$ cat src/hw/rtl/msmd_pkg.sv
// ----------------------------------------------------------------------------
// msmd_pkg
// shared types, constants and key table expansion for the stream unmask block
// ----------------------------------------------------------------------------
package msmd_pkg;

  // byte counter width
  localparam int LENGTH_BITS = 16;
  localparam int POS_BITS    = 16;
  localparam int LEN_BITS    = 16;

  // chunk layout offsets
  localparam logic [LENGTH_BITS-1:0] HEAD_SKIP   = LENGTH_BITS'('h40);
  localparam logic [LENGTH_BITS-1:0] BODY_START  = LENGTH_BITS'('h140);
  localparam logic [LENGTH_BITS-1:0] HOLD_SIZE   = LENGTH_BITS'('h100);
  localparam logic [LENGTH_BITS-1:0] RELEASE_END = LENGTH_BITS'('h240);
  localparam logic [LEN_BITS-1:0]    MIN_VIDEO_LEN = LEN_BITS'('h240);
  localparam logic [LENGTH_BITS-1:0] COUNT_MAX   = {LENGTH_BITS{1'b1}};

  // hold buffer memory
  localparam int HOLD_DEPTH     = 256;
  localparam int HOLD_ADDR_BITS = $clog2(HOLD_DEPTH);

  // key table
  localparam int KEY_BYTES    = 32;
  localparam int KEY_IDX_BITS = $clog2(KEY_BYTES);
  localparam logic [3:0][7:0] AUDIO_TAG = {8'h43, 8'h55, 8'h52, 8'h55};

  // configuration register indexes
  localparam int CFG_INDEX_BITS = 1;
  localparam logic [CFG_INDEX_BITS-1:0] REG_KEY_LOW  = 1'b0;
  localparam logic [CFG_INDEX_BITS-1:0] REG_KEY_HIGH = 1'b1;

  // request operations
  localparam logic [1:0] OP_PASS    = 2'd0;
  localparam logic [1:0] OP_AUDIO   = 2'd1;
  localparam logic [1:0] OP_HOLD    = 2'd2;
  localparam logic [1:0] OP_DECRYPT = 2'd3;

  // queue sizes
  localparam int CMD_DEPTH    = 4;
  localparam int CMD_PTR_BITS = $clog2(CMD_DEPTH);
  localparam int RES_DEPTH    = 4;
  localparam int RES_PTR_BITS = $clog2(RES_DEPTH);
  localparam int RES_CNT_BITS = RES_PTR_BITS + 1;

  typedef logic [KEY_BYTES-1:0][7:0] key_table_t;

  typedef struct packed {
    logic [7:0]                data;
    logic [POS_BITS-1:0]       pos;
    logic [POS_BITS-1:0]       rel_pos;
    logic [HOLD_ADDR_BITS-1:0] addr;
    logic [KEY_IDX_BITS-1:0]   k;
    logic [1:0]                op;
    logic                      rel;
    logic                      start;
    logic                      fin;
  } cmd_t;

  typedef struct packed {
    logic [7:0]          data;
    logic [POS_BITS-1:0] pos;
    logic                done;
  } res_t;

  typedef struct packed {
    logic                    stage_valid;
    logic [RES_CNT_BITS-1:0] res_count;
  } back_status_t;

  // expand the two key words into the 32-byte key table
  function automatic key_table_t build_key_table(input logic [31:0] lo,
                                                 input logic [31:0] hi);
    logic [7:0] t [KEY_BYTES];
    key_table_t r;
    t[0]  = lo[7:0];
    t[1]  = lo[15:8];
    t[2]  = lo[23:16];
    t[3]  = lo[31:24] - 8'h34;
    t[4]  = hi[7:0] + 8'hF9;
    t[5]  = hi[15:8] ^ 8'h13;
    t[6]  = hi[23:16] + 8'h61;
    t[7]  = t[0] ^ 8'hFF;
    t[8]  = t[2] + t[1];
    t[9]  = t[1] - t[7];
    t[10] = t[2] ^ 8'hFF;
    t[11] = t[1] ^ 8'hFF;
    t[12] = t[11] + t[9];
    t[13] = t[8] - t[3];
    t[14] = t[13] ^ 8'hFF;
    t[15] = t[10] - t[11];
    t[16] = t[8] - t[15];
    t[17] = t[16] ^ t[7];
    t[18] = t[15] ^ 8'hFF;
    t[19] = t[3] ^ 8'h10;
    t[20] = t[4] - 8'h32;
    t[21] = t[5] + 8'hED;
    t[22] = t[6] ^ 8'hF3;
    t[23] = t[19] - t[15];
    t[24] = t[21] + t[7];
    t[25] = 8'h21 - t[19];
    t[26] = t[20] ^ t[23];
    t[27] = t[22] + t[22];
    t[28] = t[23] + 8'h44;
    t[29] = t[3] + t[4];
    t[30] = t[5] - t[22];
    t[31] = t[29] ^ t[19];
    for (int i = 0; i < KEY_BYTES; i++) begin
      r[i] = t[i];
    end
    return r;
  endfunction

endpackage

$ cat src/hw/rtl/msmd_ram.sv
// ----------------------------------------------------------------------------
// msmd_ram
// generic simple dual-port ram, one write port, one registered read port
// ----------------------------------------------------------------------------
module msmd_ram #(
  parameter int WIDTH = 8,
  parameter int DEPTH = 256
) (
  input  logic                     clk,
  input  logic                     we,
  input  logic [$clog2(DEPTH)-1:0] waddr,
  input  logic [WIDTH-1:0]         wdata,
  input  logic                     re,
  input  logic [$clog2(DEPTH)-1:0] raddr,
  output logic [WIDTH-1:0]         rdata
);

  logic [WIDTH-1:0] mem [DEPTH];

  always_ff @(posedge clk) begin
    if (we) begin
      mem[waddr] <= wdata;
    end
    if (re) begin
      rdata <= mem[raddr];
    end
  end

endmodule

$ cat src/hw/rtl/msmd_front.sv
// ----------------------------------------------------------------------------
// msmd_front
// byte counter and classification of each incoming byte into a request
// ----------------------------------------------------------------------------
module msmd_front (
  input  logic                          clk,
  input  logic                          rst,
  input  logic                          push,
  input  logic                          q_full,
  input  logic [7:0]                    data_byte,
  input  logic                          stream_kind,
  input  logic [msmd_pkg::LEN_BITS-1:0] payload_length,
  input  logic                          final_byte,
  output logic                          cmd_push,
  output msmd_pkg::cmd_t                cmd
);

  logic [msmd_pkg::LENGTH_BITS-1:0] byte_counter;
  logic [msmd_pkg::LENGTH_BITS-1:0] byte_counter_next;

  assign cmd_push = push && !q_full;

  always_comb begin
    cmd.data    = data_byte;
    cmd.pos     = msmd_pkg::POS_BITS'(byte_counter);
    cmd.rel_pos = msmd_pkg::POS_BITS'(byte_counter - msmd_pkg::HOLD_SIZE);
    // hold write and release read land on the same slot offset
    cmd.addr    = msmd_pkg::HOLD_ADDR_BITS'(byte_counter - msmd_pkg::HEAD_SKIP);
    cmd.k       = byte_counter[msmd_pkg::KEY_IDX_BITS-1:0];
    cmd.start   = (byte_counter == '0);
    cmd.fin     = final_byte;
    cmd.rel     = 1'b0;
    if (stream_kind) begin
      cmd.op = (byte_counter >= msmd_pkg::BODY_START) ? msmd_pkg::OP_AUDIO
                                                       : msmd_pkg::OP_PASS;
    end else if (payload_length < msmd_pkg::MIN_VIDEO_LEN ||
                 byte_counter < msmd_pkg::HEAD_SKIP) begin
      cmd.op = msmd_pkg::OP_PASS;
    end else if (byte_counter < msmd_pkg::BODY_START) begin
      cmd.op = msmd_pkg::OP_HOLD;
    end else begin
      cmd.op  = msmd_pkg::OP_DECRYPT;
      cmd.rel = (byte_counter < msmd_pkg::RELEASE_END);
    end
  end

  // saturating byte offset, cleared after the last byte of a chunk
  always_comb begin
    if (final_byte) begin
      byte_counter_next = '0;
    end else if (byte_counter != msmd_pkg::COUNT_MAX) begin
      byte_counter_next = byte_counter + 1'b1;
    end else begin
      byte_counter_next = byte_counter;
    end
  end

  always_ff @(posedge clk) begin
    if (rst) begin
      byte_counter <= '0;
    end else if (cmd_push) begin
      byte_counter <= byte_counter_next;
    end
  end

endmodule

$ cat src/hw/rtl/msmd_cmd_queue.sv
// ----------------------------------------------------------------------------
// msmd_cmd_queue
// short request queue between the front and the back
// ----------------------------------------------------------------------------
module msmd_cmd_queue (
  input  logic           clk,
  input  logic           rst,
  input  logic           push,
  input  msmd_pkg::cmd_t cmd_in,
  output logic           full,
  input  logic           pop,
  output msmd_pkg::cmd_t cmd_out,
  output logic           empty
);

  msmd_pkg::cmd_t                  slots [msmd_pkg::CMD_DEPTH];
  logic [msmd_pkg::CMD_PTR_BITS-1:0] wr_ptr;
  logic [msmd_pkg::CMD_PTR_BITS-1:0] rd_ptr;
  logic [msmd_pkg::CMD_PTR_BITS:0]   count;

  assign full    = (count == (msmd_pkg::CMD_PTR_BITS + 1)'(msmd_pkg::CMD_DEPTH));
  assign empty   = (count == '0);
  assign cmd_out = slots[rd_ptr];

  always_ff @(posedge clk) begin
    if (push) begin
      slots[wr_ptr] <= cmd_in;
    end
  end

  always_ff @(posedge clk) begin
    if (rst) begin
      wr_ptr <= '0;
      rd_ptr <= '0;
      count  <= '0;
    end else begin
      if (push) begin
        wr_ptr <= wr_ptr + 1'b1;
      end
      if (pop) begin
        rd_ptr <= rd_ptr + 1'b1;
      end
      count <= count + (msmd_pkg::CMD_PTR_BITS + 1)'(push)
                     - (msmd_pkg::CMD_PTR_BITS + 1)'(pop);
    end
  end

endmodule

$ cat src/hw/rtl/msmd_back.sv
// ----------------------------------------------------------------------------
// msmd_back
// key registers, mask state, hold buffer and result queue; carries out requests
// ----------------------------------------------------------------------------
module msmd_back (
  input  logic                                clk,
  input  logic                                rst,
  input  logic                                cfg_write,
  input  logic [msmd_pkg::CFG_INDEX_BITS-1:0] cfg_index,
  input  logic [31:0]                         cfg_data,
  input  msmd_pkg::cmd_t                      cmd,
  input  logic                                cmd_empty,
  output logic                                cmd_pop,
  output msmd_pkg::res_t                      res,
  output logic                                res_empty,
  input  logic                                res_pop,
  output msmd_pkg::back_status_t              status
);

  logic [31:0]          key_low_word;
  logic [31:0]          key_high_word;
  msmd_pkg::key_table_t tab;

  logic                 s_valid;
  msmd_pkg::cmd_t       s_cmd;
  logic                 fire;

  logic [7:0] feedback_mask [msmd_pkg::KEY_BYTES];
  logic [7:0] head_mask     [msmd_pkg::KEY_BYTES];
  logic [7:0] hold_rdata;

  logic [7:0] head_k;
  logic [7:0] body_k;
  logic [7:0] aud_k;
  logic [7:0] plain;
  logic [7:0] head_new;

  msmd_pkg::res_t                      r0;
  msmd_pkg::res_t                      r1;
  logic [1:0]                          n_res;
  msmd_pkg::res_t                      res_mem [msmd_pkg::RES_DEPTH];
  logic [msmd_pkg::RES_PTR_BITS-1:0]   res_wr;
  logic [msmd_pkg::RES_PTR_BITS-1:0]   res_rd;
  logic [msmd_pkg::RES_CNT_BITS-1:0]   res_count;
  logic                                res_take;

  // key registers
  always_ff @(posedge clk) begin
    if (rst) begin
      key_low_word  <= '0;
      key_high_word <= '0;
    end else if (cfg_write) begin
      unique case (cfg_index)
        msmd_pkg::REG_KEY_LOW:  key_low_word  <= cfg_data;
        msmd_pkg::REG_KEY_HIGH: key_high_word <= cfg_data;
      endcase
    end
  end

  always_ff @(posedge clk) begin
    tab <= msmd_pkg::build_key_table(key_low_word, key_high_word);
  end

  // execute stage handshake
  assign fire    = s_valid &&
                   (res_count <= msmd_pkg::RES_CNT_BITS'(msmd_pkg::RES_DEPTH - 2));
  assign cmd_pop = !cmd_empty && (!s_valid || fire);

  always_ff @(posedge clk) begin
    if (rst) begin
      s_valid <= 1'b0;
    end else if (cmd_pop) begin
      s_valid <= 1'b1;
    end else if (fire) begin
      s_valid <= 1'b0;
    end
  end

  always_ff @(posedge clk) begin
    if (cmd_pop) begin
      s_cmd <= cmd;
    end
  end

  // hold buffer: written on held bytes, read when a request leaves the queue
  msmd_ram #(
    .WIDTH (8),
    .DEPTH (msmd_pkg::HOLD_DEPTH)
  ) u_hold (
    .clk   (clk),
    .we    (cmd_pop && cmd.op == msmd_pkg::OP_HOLD),
    .waddr (cmd.addr),
    .wdata (cmd.data),
    .re    (cmd_pop),
    .raddr (cmd.addr),
    .rdata (hold_rdata)
  );

  // mask lookups at the byte's slot
  always_comb begin
    head_k   = tab[s_cmd.k];
    body_k   = ~tab[s_cmd.k];
    aud_k    = s_cmd.k[0] ? msmd_pkg::AUDIO_TAG[s_cmd.k[2:1]] : body_k;
    plain    = s_cmd.data ^ feedback_mask[s_cmd.k];
    head_new = head_mask[s_cmd.k] ^ plain;
  end

  always_comb begin
    r0    = '{data: s_cmd.data, pos: s_cmd.pos, done: s_cmd.fin};
    r1    = '{data: plain, pos: s_cmd.pos, done: s_cmd.fin};
    n_res = 2'd1;
    unique case (s_cmd.op)
      msmd_pkg::OP_PASS: begin
        n_res = 2'd1;
      end
      msmd_pkg::OP_AUDIO: begin
        r0.data = s_cmd.data ^ aud_k;
      end
      msmd_pkg::OP_HOLD: begin
        n_res = 2'd0;
      end
      msmd_pkg::OP_DECRYPT: begin
        if (s_cmd.rel) begin
          // released held byte goes ahead of the current one
          r0    = '{data: hold_rdata ^ head_new, pos: s_cmd.rel_pos, done: 1'b0};
          n_res = 2'd2;
        end else begin
          r0.data = plain;
        end
      end
    endcase
  end

  // running masks
  always_ff @(posedge clk) begin
    if (fire) begin
      if (s_cmd.start) begin
        for (int i = 0; i < msmd_pkg::KEY_BYTES; i++) begin
          feedback_mask[i] <= ~tab[i];
          head_mask[i]     <= tab[i];
        end
      end else if (s_cmd.op == msmd_pkg::OP_DECRYPT) begin
        feedback_mask[s_cmd.k] <= plain ^ body_k;
        if (s_cmd.rel) begin
          head_mask[s_cmd.k] <= head_new;
        end
      end
    end
  end

  // result queue, up to two writes per cycle
  assign res_take  = res_pop && (res_count != '0);
  assign res_empty = (res_count == '0);
  assign res       = res_mem[res_rd];

  always_ff @(posedge clk) begin
    if (fire && n_res != 2'd0) begin
      res_mem[res_wr] <= r0;
    end
    if (fire && n_res == 2'd2) begin
      res_mem[res_wr + 1'b1] <= r1;
    end
  end

  always_ff @(posedge clk) begin
    if (rst) begin
      res_wr    <= '0;
      res_rd    <= '0;
      res_count <= '0;
    end else begin
      if (fire) begin
        res_wr <= res_wr + msmd_pkg::RES_PTR_BITS'(n_res);
      end
      if (res_take) begin
        res_rd <= res_rd + 1'b1;
      end
      res_count <= res_count
                   + (fire ? msmd_pkg::RES_CNT_BITS'(n_res) : '0)
                   - msmd_pkg::RES_CNT_BITS'(res_take);
    end
  end

  assign status = '{stage_valid: s_valid, res_count: res_count};

endmodule

$ cat src/hw/rtl/movie_stream_mask_decrypt_top.sv
// ----------------------------------------------------------------------------
// movie_stream_mask_decrypt_top
// byte-serial unmasking of movie container video and audio chunk payloads
// ----------------------------------------------------------------------------
//
// channel   direction  handshake             payload
// input     in         push / full           data_byte, stream_kind,
//                                            payload_length, final_byte
// result    out        empty / pop           plain_byte, byte_position,
//                                            chunk_done
// config    in         cfg_write             cfg_index, cfg_data (32 bit)
//
// one byte is taken per cycle while full is low; a result passes through the
// request queue, the execute stage and the result queue before it shows on the
// ports. bytes 0x140..0x23f of a long video chunk give two results each, so
// there the result port sets the pace. reset is synchronous, with no clearing
// pass: the hold buffer is always written before it is read within a chunk.
// a stalled result port fills the result queue, then the execute stage, then
// the request queue, and only then raises full.
//
module movie_stream_mask_decrypt_top (
  input  logic                                clk,
  input  logic                                rst,
  // byte input
  input  logic                                push,
  output logic                                full,
  input  logic [7:0]                          data_byte,
  input  logic                                stream_kind,
  input  logic [msmd_pkg::LEN_BITS-1:0]       payload_length,
  input  logic                                final_byte,
  // result output
  output logic                                empty,
  input  logic                                pop,
  output logic [7:0]                          plain_byte,
  output logic [msmd_pkg::POS_BITS-1:0]       byte_position,
  output logic                                chunk_done,
  // key registers
  input  logic                                cfg_write,
  input  logic [msmd_pkg::CFG_INDEX_BITS-1:0] cfg_index,
  input  logic [31:0]                         cfg_data
);

  // request between front and back
  logic                  front_push;
  msmd_pkg::cmd_t        front_cmd;
  msmd_pkg::cmd_t        q_cmd;
  logic                  q_empty;
  logic                  q_pop;
  msmd_pkg::res_t        res;
  msmd_pkg::back_status_t back_status;

  // front: counts offsets and classifies each byte
  msmd_front u_front (
    .clk            (clk),
    .rst            (rst),
    .push           (push),
    .q_full         (full),
    .data_byte      (data_byte),
    .stream_kind    (stream_kind),
    .payload_length (payload_length),
    .final_byte     (final_byte),
    .cmd_push       (front_push),
    .cmd            (front_cmd)
  );

  // decouples classification from execution
  msmd_cmd_queue u_cmd_queue (
    .clk     (clk),
    .rst     (rst),
    .push    (front_push),
    .cmd_in  (front_cmd),
    .full    (full),
    .pop     (q_pop),
    .cmd_out (q_cmd),
    .empty   (q_empty)
  );

  // back: masks, hold buffer and result queue
  msmd_back u_back (
    .clk       (clk),
    .rst       (rst),
    .cfg_write (cfg_write),
    .cfg_index (cfg_index),
    .cfg_data  (cfg_data),
    .cmd       (q_cmd),
    .cmd_empty (q_empty),
    .cmd_pop   (q_pop),
    .res       (res),
    .res_empty (empty),
    .res_pop   (pop),
    .status    (back_status)
  );

  assign plain_byte    = res.data;
  assign byte_position = res.pos;
  assign chunk_done    = res.done;

  // nothing is waiting right after reset
  a_reset_clears: assert property (@(posedge clk) rst |=> (empty && !full))
    else $error("queues not empty after reset");

  // the result queue never overfills
  a_res_bound: assert property (@(posedge clk) disable iff (rst)
    back_status.res_count <= msmd_pkg::RES_CNT_BITS'(msmd_pkg::RES_DEPTH))
    else $error("result queue overflow");

  // a full request queue means the execute stage is occupied
  a_full_stage: assert property (@(posedge clk) disable iff (rst)
    full |-> back_status.stage_valid)
    else $error("request queue full while execute stage idle");

  // no result appears without a pending request or queued result
  a_no_invent: assert property (@(posedge clk) disable iff (rst)
    (empty && !back_status.stage_valid) |=> empty)
    else $error("result appeared with nothing in flight");

endmodule
$ cat config.mk
export PLATFORM = sky130hd
export DESIGN_NAME = movie_stream_mask_decrypt_top
export DESIGN_NICKNAME = d
export VERILOG_FILES = /design/src/hw/rtl/msmd_pkg.sv /design/src/hw/rtl/msmd_ram.sv /design/src/hw/rtl/msmd_front.sv /design/src/hw/rtl/msmd_cmd_queue.sv /design/src/hw/rtl/msmd_back.sv /design/src/hw/rtl/movie_stream_mask_decrypt_top.sv
export SDC_FILE = /design/constraint.sdc
export NUM_CORES = 2
export LEC_CHECK = 0
export BUFFER_PORTS_ARGS = -buffer_cell sky130_fd_sc_hd__clkbuf_2
export CORE_UTILIZATION = 35
export CTS_BUF_LIST = sky130_fd_sc_hd__clkbuf_8 sky130_fd_sc_hd__clkbuf_16
export DETAILED_ROUTE_END_ITERATION = 7
export PLACE_DENSITY = 0.62
export SLEW_MARGIN = 20
export SYNTH_ARGS = -nofsm -noshare
export SYNTH_HDL_FRONTEND = slang
export SYNTH_SLANG_ARGS = --single-unit
export TNS_END_PERCENT = 50
$ cat constraint.sdc
create_clock -name clk -period 4.62 [get_ports clk]
set_clock_uncertainty 0.2 [all_clocks]
set_input_delay 0.924 -clock clk [delete_from_list [all_inputs] [get_ports clk]]
set_output_delay 0.924 -clock clk [all_outputs]
set_load 0.005 [all_outputs]
==> reports/metrics.yaml <==
detailed_routing:
  drc: 0
  vias_per_cell: 5.688
  drt-initial-drc-count: 11840
  num_vias: 83050
  firstDrtPassIters: 7
  wl_mm: 439.3
  avgRoutedWirePerCell_um: 30.09
  ant_nets: 0
timing:
  final-setup-viol-count: 0
  drv_slew: 0
  max-slew-margin-rel_pct: 26.10
  fin_setup_tns_ps: 0
  setup_ws_ps: 45.48
  fin_crit_ps: 4575
  rsz0062_at_grt: "no"
  hold_viol: 0
  worstMarginPinSlew_ps: 1109
  min_period_over_period_pct: 99.02
  fmax_ghz: 0.2186
clocking:
  cts_sinks: 3191
  insertion_delay_ps: 980
  htree_num_levels: 5
  cts_tree: "built"
  cts_setup_buffers: 0
  root_buffer: "clkbuf_16"
  cts_made_buffers: 328
  clockBufferDepth: 4
  path_clk_slew_ps: 60
worst_setup_path:
  critPathArrivalTime_ps: 5100
  crit_top_cell: "buf_4"
  cpPeakStageDelay_ps: 490
  cp_max_fo: 13
  end_kind: "flop"
  required_ps: 5140
  slowest_stage: "or4_1"
  worstSetupStartpointType: "flop"
  crit_chain: "buf_4 > mux2i_1 > mux2_2 > inv_2 > buf_4 > nor2_1 > nand3_1 > buf_4 > a211oi_2 > nor4_1 > buf_4 > nand4_1 > buf_4 > or4_1"
  critPathKind: "flop to flop"
die:
  die_area_um2: 381600
  start_util_pct: 35.25
  core_um2: 376400
  die_x_um: 617.7
  die_y_um: 617.7
  io_pins: 91
  fp-row-count: 225
global_route:
  grt_first_pass_wirelength_mm: 612.4
  overflow: 0
  antenna_found_initial: 34
  grtUsageTotal_pct: 22.43
  grt_pass1_vias: 80920
  grt_max_degree: 161
synthesis:
  ys_types: 87
  synth.area.top_cells: "edfxtp_1 (65%), mux4_2 (9.8%), dfxtp_1 (5.0%)"
  synth_top_cell_area_share_pct: 64.75
  syn-num-nets: 8878
  postSynthAreaPerCell_um2: 15.24
  ys_ff_latch: 3191
  synthArstFlopShare_pct: 0
  yosysWarningCount: 0
  synth_area_leader_cell: "edfxtp_1"
  ys_seq_area_share_pct: 69.73
  synth_edf_count: 2861
  syn_inst: 8708
  synth_flop_cell: "edfxtp_1"
  netlist_area_um2: 132700
cells_and_area:
  nets: 9500
  layout-drive-gt1-share_pct: 22.26
  fillers: 33700
  area_growth_pct: 16.34
  final_cells: 14600
power_and_ir_drop:
  irDropWorstVdd_uv: 1767
  p_per_area_nw_per_um2: 729.2
  power_mw: 112.6
  p_leak_nw: 52.28
job:
  max_cap_violations: 0
placed_design:
  place_ws_ps: -183.2
  dp_hpwl_mm: 300.3
  io_buffers: 84
  dpl.cell_count: 13980
  gp_congestion: 1.024
worst_hold_path:
  hold_class: "input pin to flop"
outcome:
  outcome: "finished clean"
-- area by class of cell --
type	instances	area, um2	area share, %
antenna	15	37.54	0.02432
timing repair buffer	837	6980	4.522
clock inverter	245	1993	1.291
inverter	141	565.5	0.3664
clock buffer	347	8548	5.538
tap	4994	6248	4.048
multi-input combinational	4831	37450	24.26
sequential	3191	92540	59.95
-- sequential cells by signal (all words and copies together) (netlist names), named ones only --
name / cells
u_back.u_hold.mem: 2048
u_back.feedback_mask: 256
u_back.head_mask: 256
u_back.tab: 234
u_cmd_queue.slots: 156
u_back.res_mem: 100
u_back.key_low_word: 32
u_back.s_cmd: 28
u_back.key_high_word: 24
u_front.byte_counter: 16
u_back.r1: 9
u_back.u_hold.rdata: 8
u_back.res_count: 3
u_cmd_queue.count: 3
u_back.res_rd: 2
u_back.res_wr: 2
u_cmd_queue.rd_ptr: 2
u_cmd_queue.wr_ptr: 2
u_back.s_valid: 1
-- cells in the mapped netlist, types with 11 or more instances --
library cell	number
o21bai_1	18
o21ai_0	156
o2111ai_1	15
edfxtp_1	2861
nor3_1	43
fa_1	12
a21oi_1	468
or4_1	15
nand2_1	1300
mux2i_1	137
nor4_1	24
mux4_2	576
nand3_1	261
a2111oi_0	12
a22oi_1	34
inv_1	136
nor2_1	693
nor2b_1	57
a32oi_1	51
buf_1	62
a31oi_1	76
ha_1	94
a311oi_1	17
xnor2_1	118
clkbuf_1	256
dfxtp_1	330
mux2_2	199
nand2b_1	21
nand4_1	42
a21o_1	26
buf_4	54
buf_2	160
xor2_1	76
and3_1	70
and2_1	11
a211oi_1	38
o22ai_1	31
or3_1	12
-- power breakdown --
group | switching (mW) | internal, mW | total (mW)
logic | 32.0 | 15.0 | 47.0
clock network | 11.4 | 14.9 | 26.3
registers | 1.93 | 37.3 | 39.3
total | 45.4 | 67.2 | 113
-- routing by layer --
layer / up-vias / track usage (%) / share of wire, %
met3: 1065 / 4.830 / 10
li1: 34380 / - / -
met2: 5117 / 35.05 / 46
met1: 42460 / 29.33 / 38
met5: - / 0 / 0.031
met4: 22 / 11.86 / 6.1
-- final timing paths --
path	startpoint	to	slack, ps	depth (start not counted)
worst min-delay path	cfg_data[6]	u_back.key_low_word[6]$_SDFFE_PP0P_	20	3
worst max register to register	flop	u_back.u_hold.rdata[1]$_DFFE_PP_	50	14
worst max-delay path	flop	u_back.u_hold.rdata[1]$_DFFE_PP_	50	14
worst min register to register	u_back.key_low_word[21]$_SDFFE_PP0P_	u_back.tab[21]$_DFF_P_	190	0
-- what timing repair did --
action | 4_1_cts | 5_1_grt
pin swaps | 1 | 2
hold buffers | 17 | 0
hold endpoints to repair | 41 | 0
endpoints found under the setup margin | 1 | 1
gates resized for setup | 4 | 5
-- stage by stage --
| step | cell area [um2] | util (%) | hold slack (ps) |
|---|---|---|---|
| after floorplan | 132700 | - | 129.0 |
| after global placement | 143600 | 38.14 | 178.1 |
| after detailed placement | 143600 | 38.14 | 181.2 |
| after CTS | 154300 | 40.99 | 1.453 |
| after global routing | 154300 | 41.00 | 22.56 |
| final | 154400 | 41.01 | 18.23 |
-- cell families (layout without fill, tap and decap cells) --
logic type,after synthesis,after routing,synth area share [%]
DFF,3191,3191,69.73
buffers and inverters,686,1570,2.334
AOI/OAI and AO/OA,1016,1016,4.617
adders and majority gates,111,111,1.105
other,0,15,0
xor gates and xnor gates,205,205,1.420
and+or+nand+nor,2576,2576,8.149
muxes,923,923,12.65
-- cell usage in the layout (no fill, tap or decap), drive strengths merged, types with 17 or more instances in the layout --
master	Yosys	layout
nor3	43	43
clkinv	3	140
o22ai	31	31
o21ai	160	160
nor4	24	24
nor2b	57	57
o21bai	18	18
clkbuf	256	430
a21oi	468	468
dfxtp	330	330
ha	94	94
edfxtp	2861	2861
a22oi	34	34
nor2	694	694
a31oi	76	76
a21o	26	26
mux2	201	201
a32oi	51	51
buf	289	737
mux4	576	576
nand2b	21	21
nand3	261	261
nand4	42	42
a311oi	17	17
inv	138	210
xor2	76	76
a211oi	40	40
mux2i	146	146
and3	70	70
xnor2	128	128
dlygate4sd3	0	17
bufinv	0	26
nand2	1300	1300
-- worst max-delay path, delay by kind of cell, from the launching register on --
kind | cells | cell delay [ps]
compound gates | 1 | 100
buf+inv | 6 | 1420
flops | 1 | 360
simple gates | 5 | 1810
mux | 2 | 450
Power figures use the tool's default switching activity.
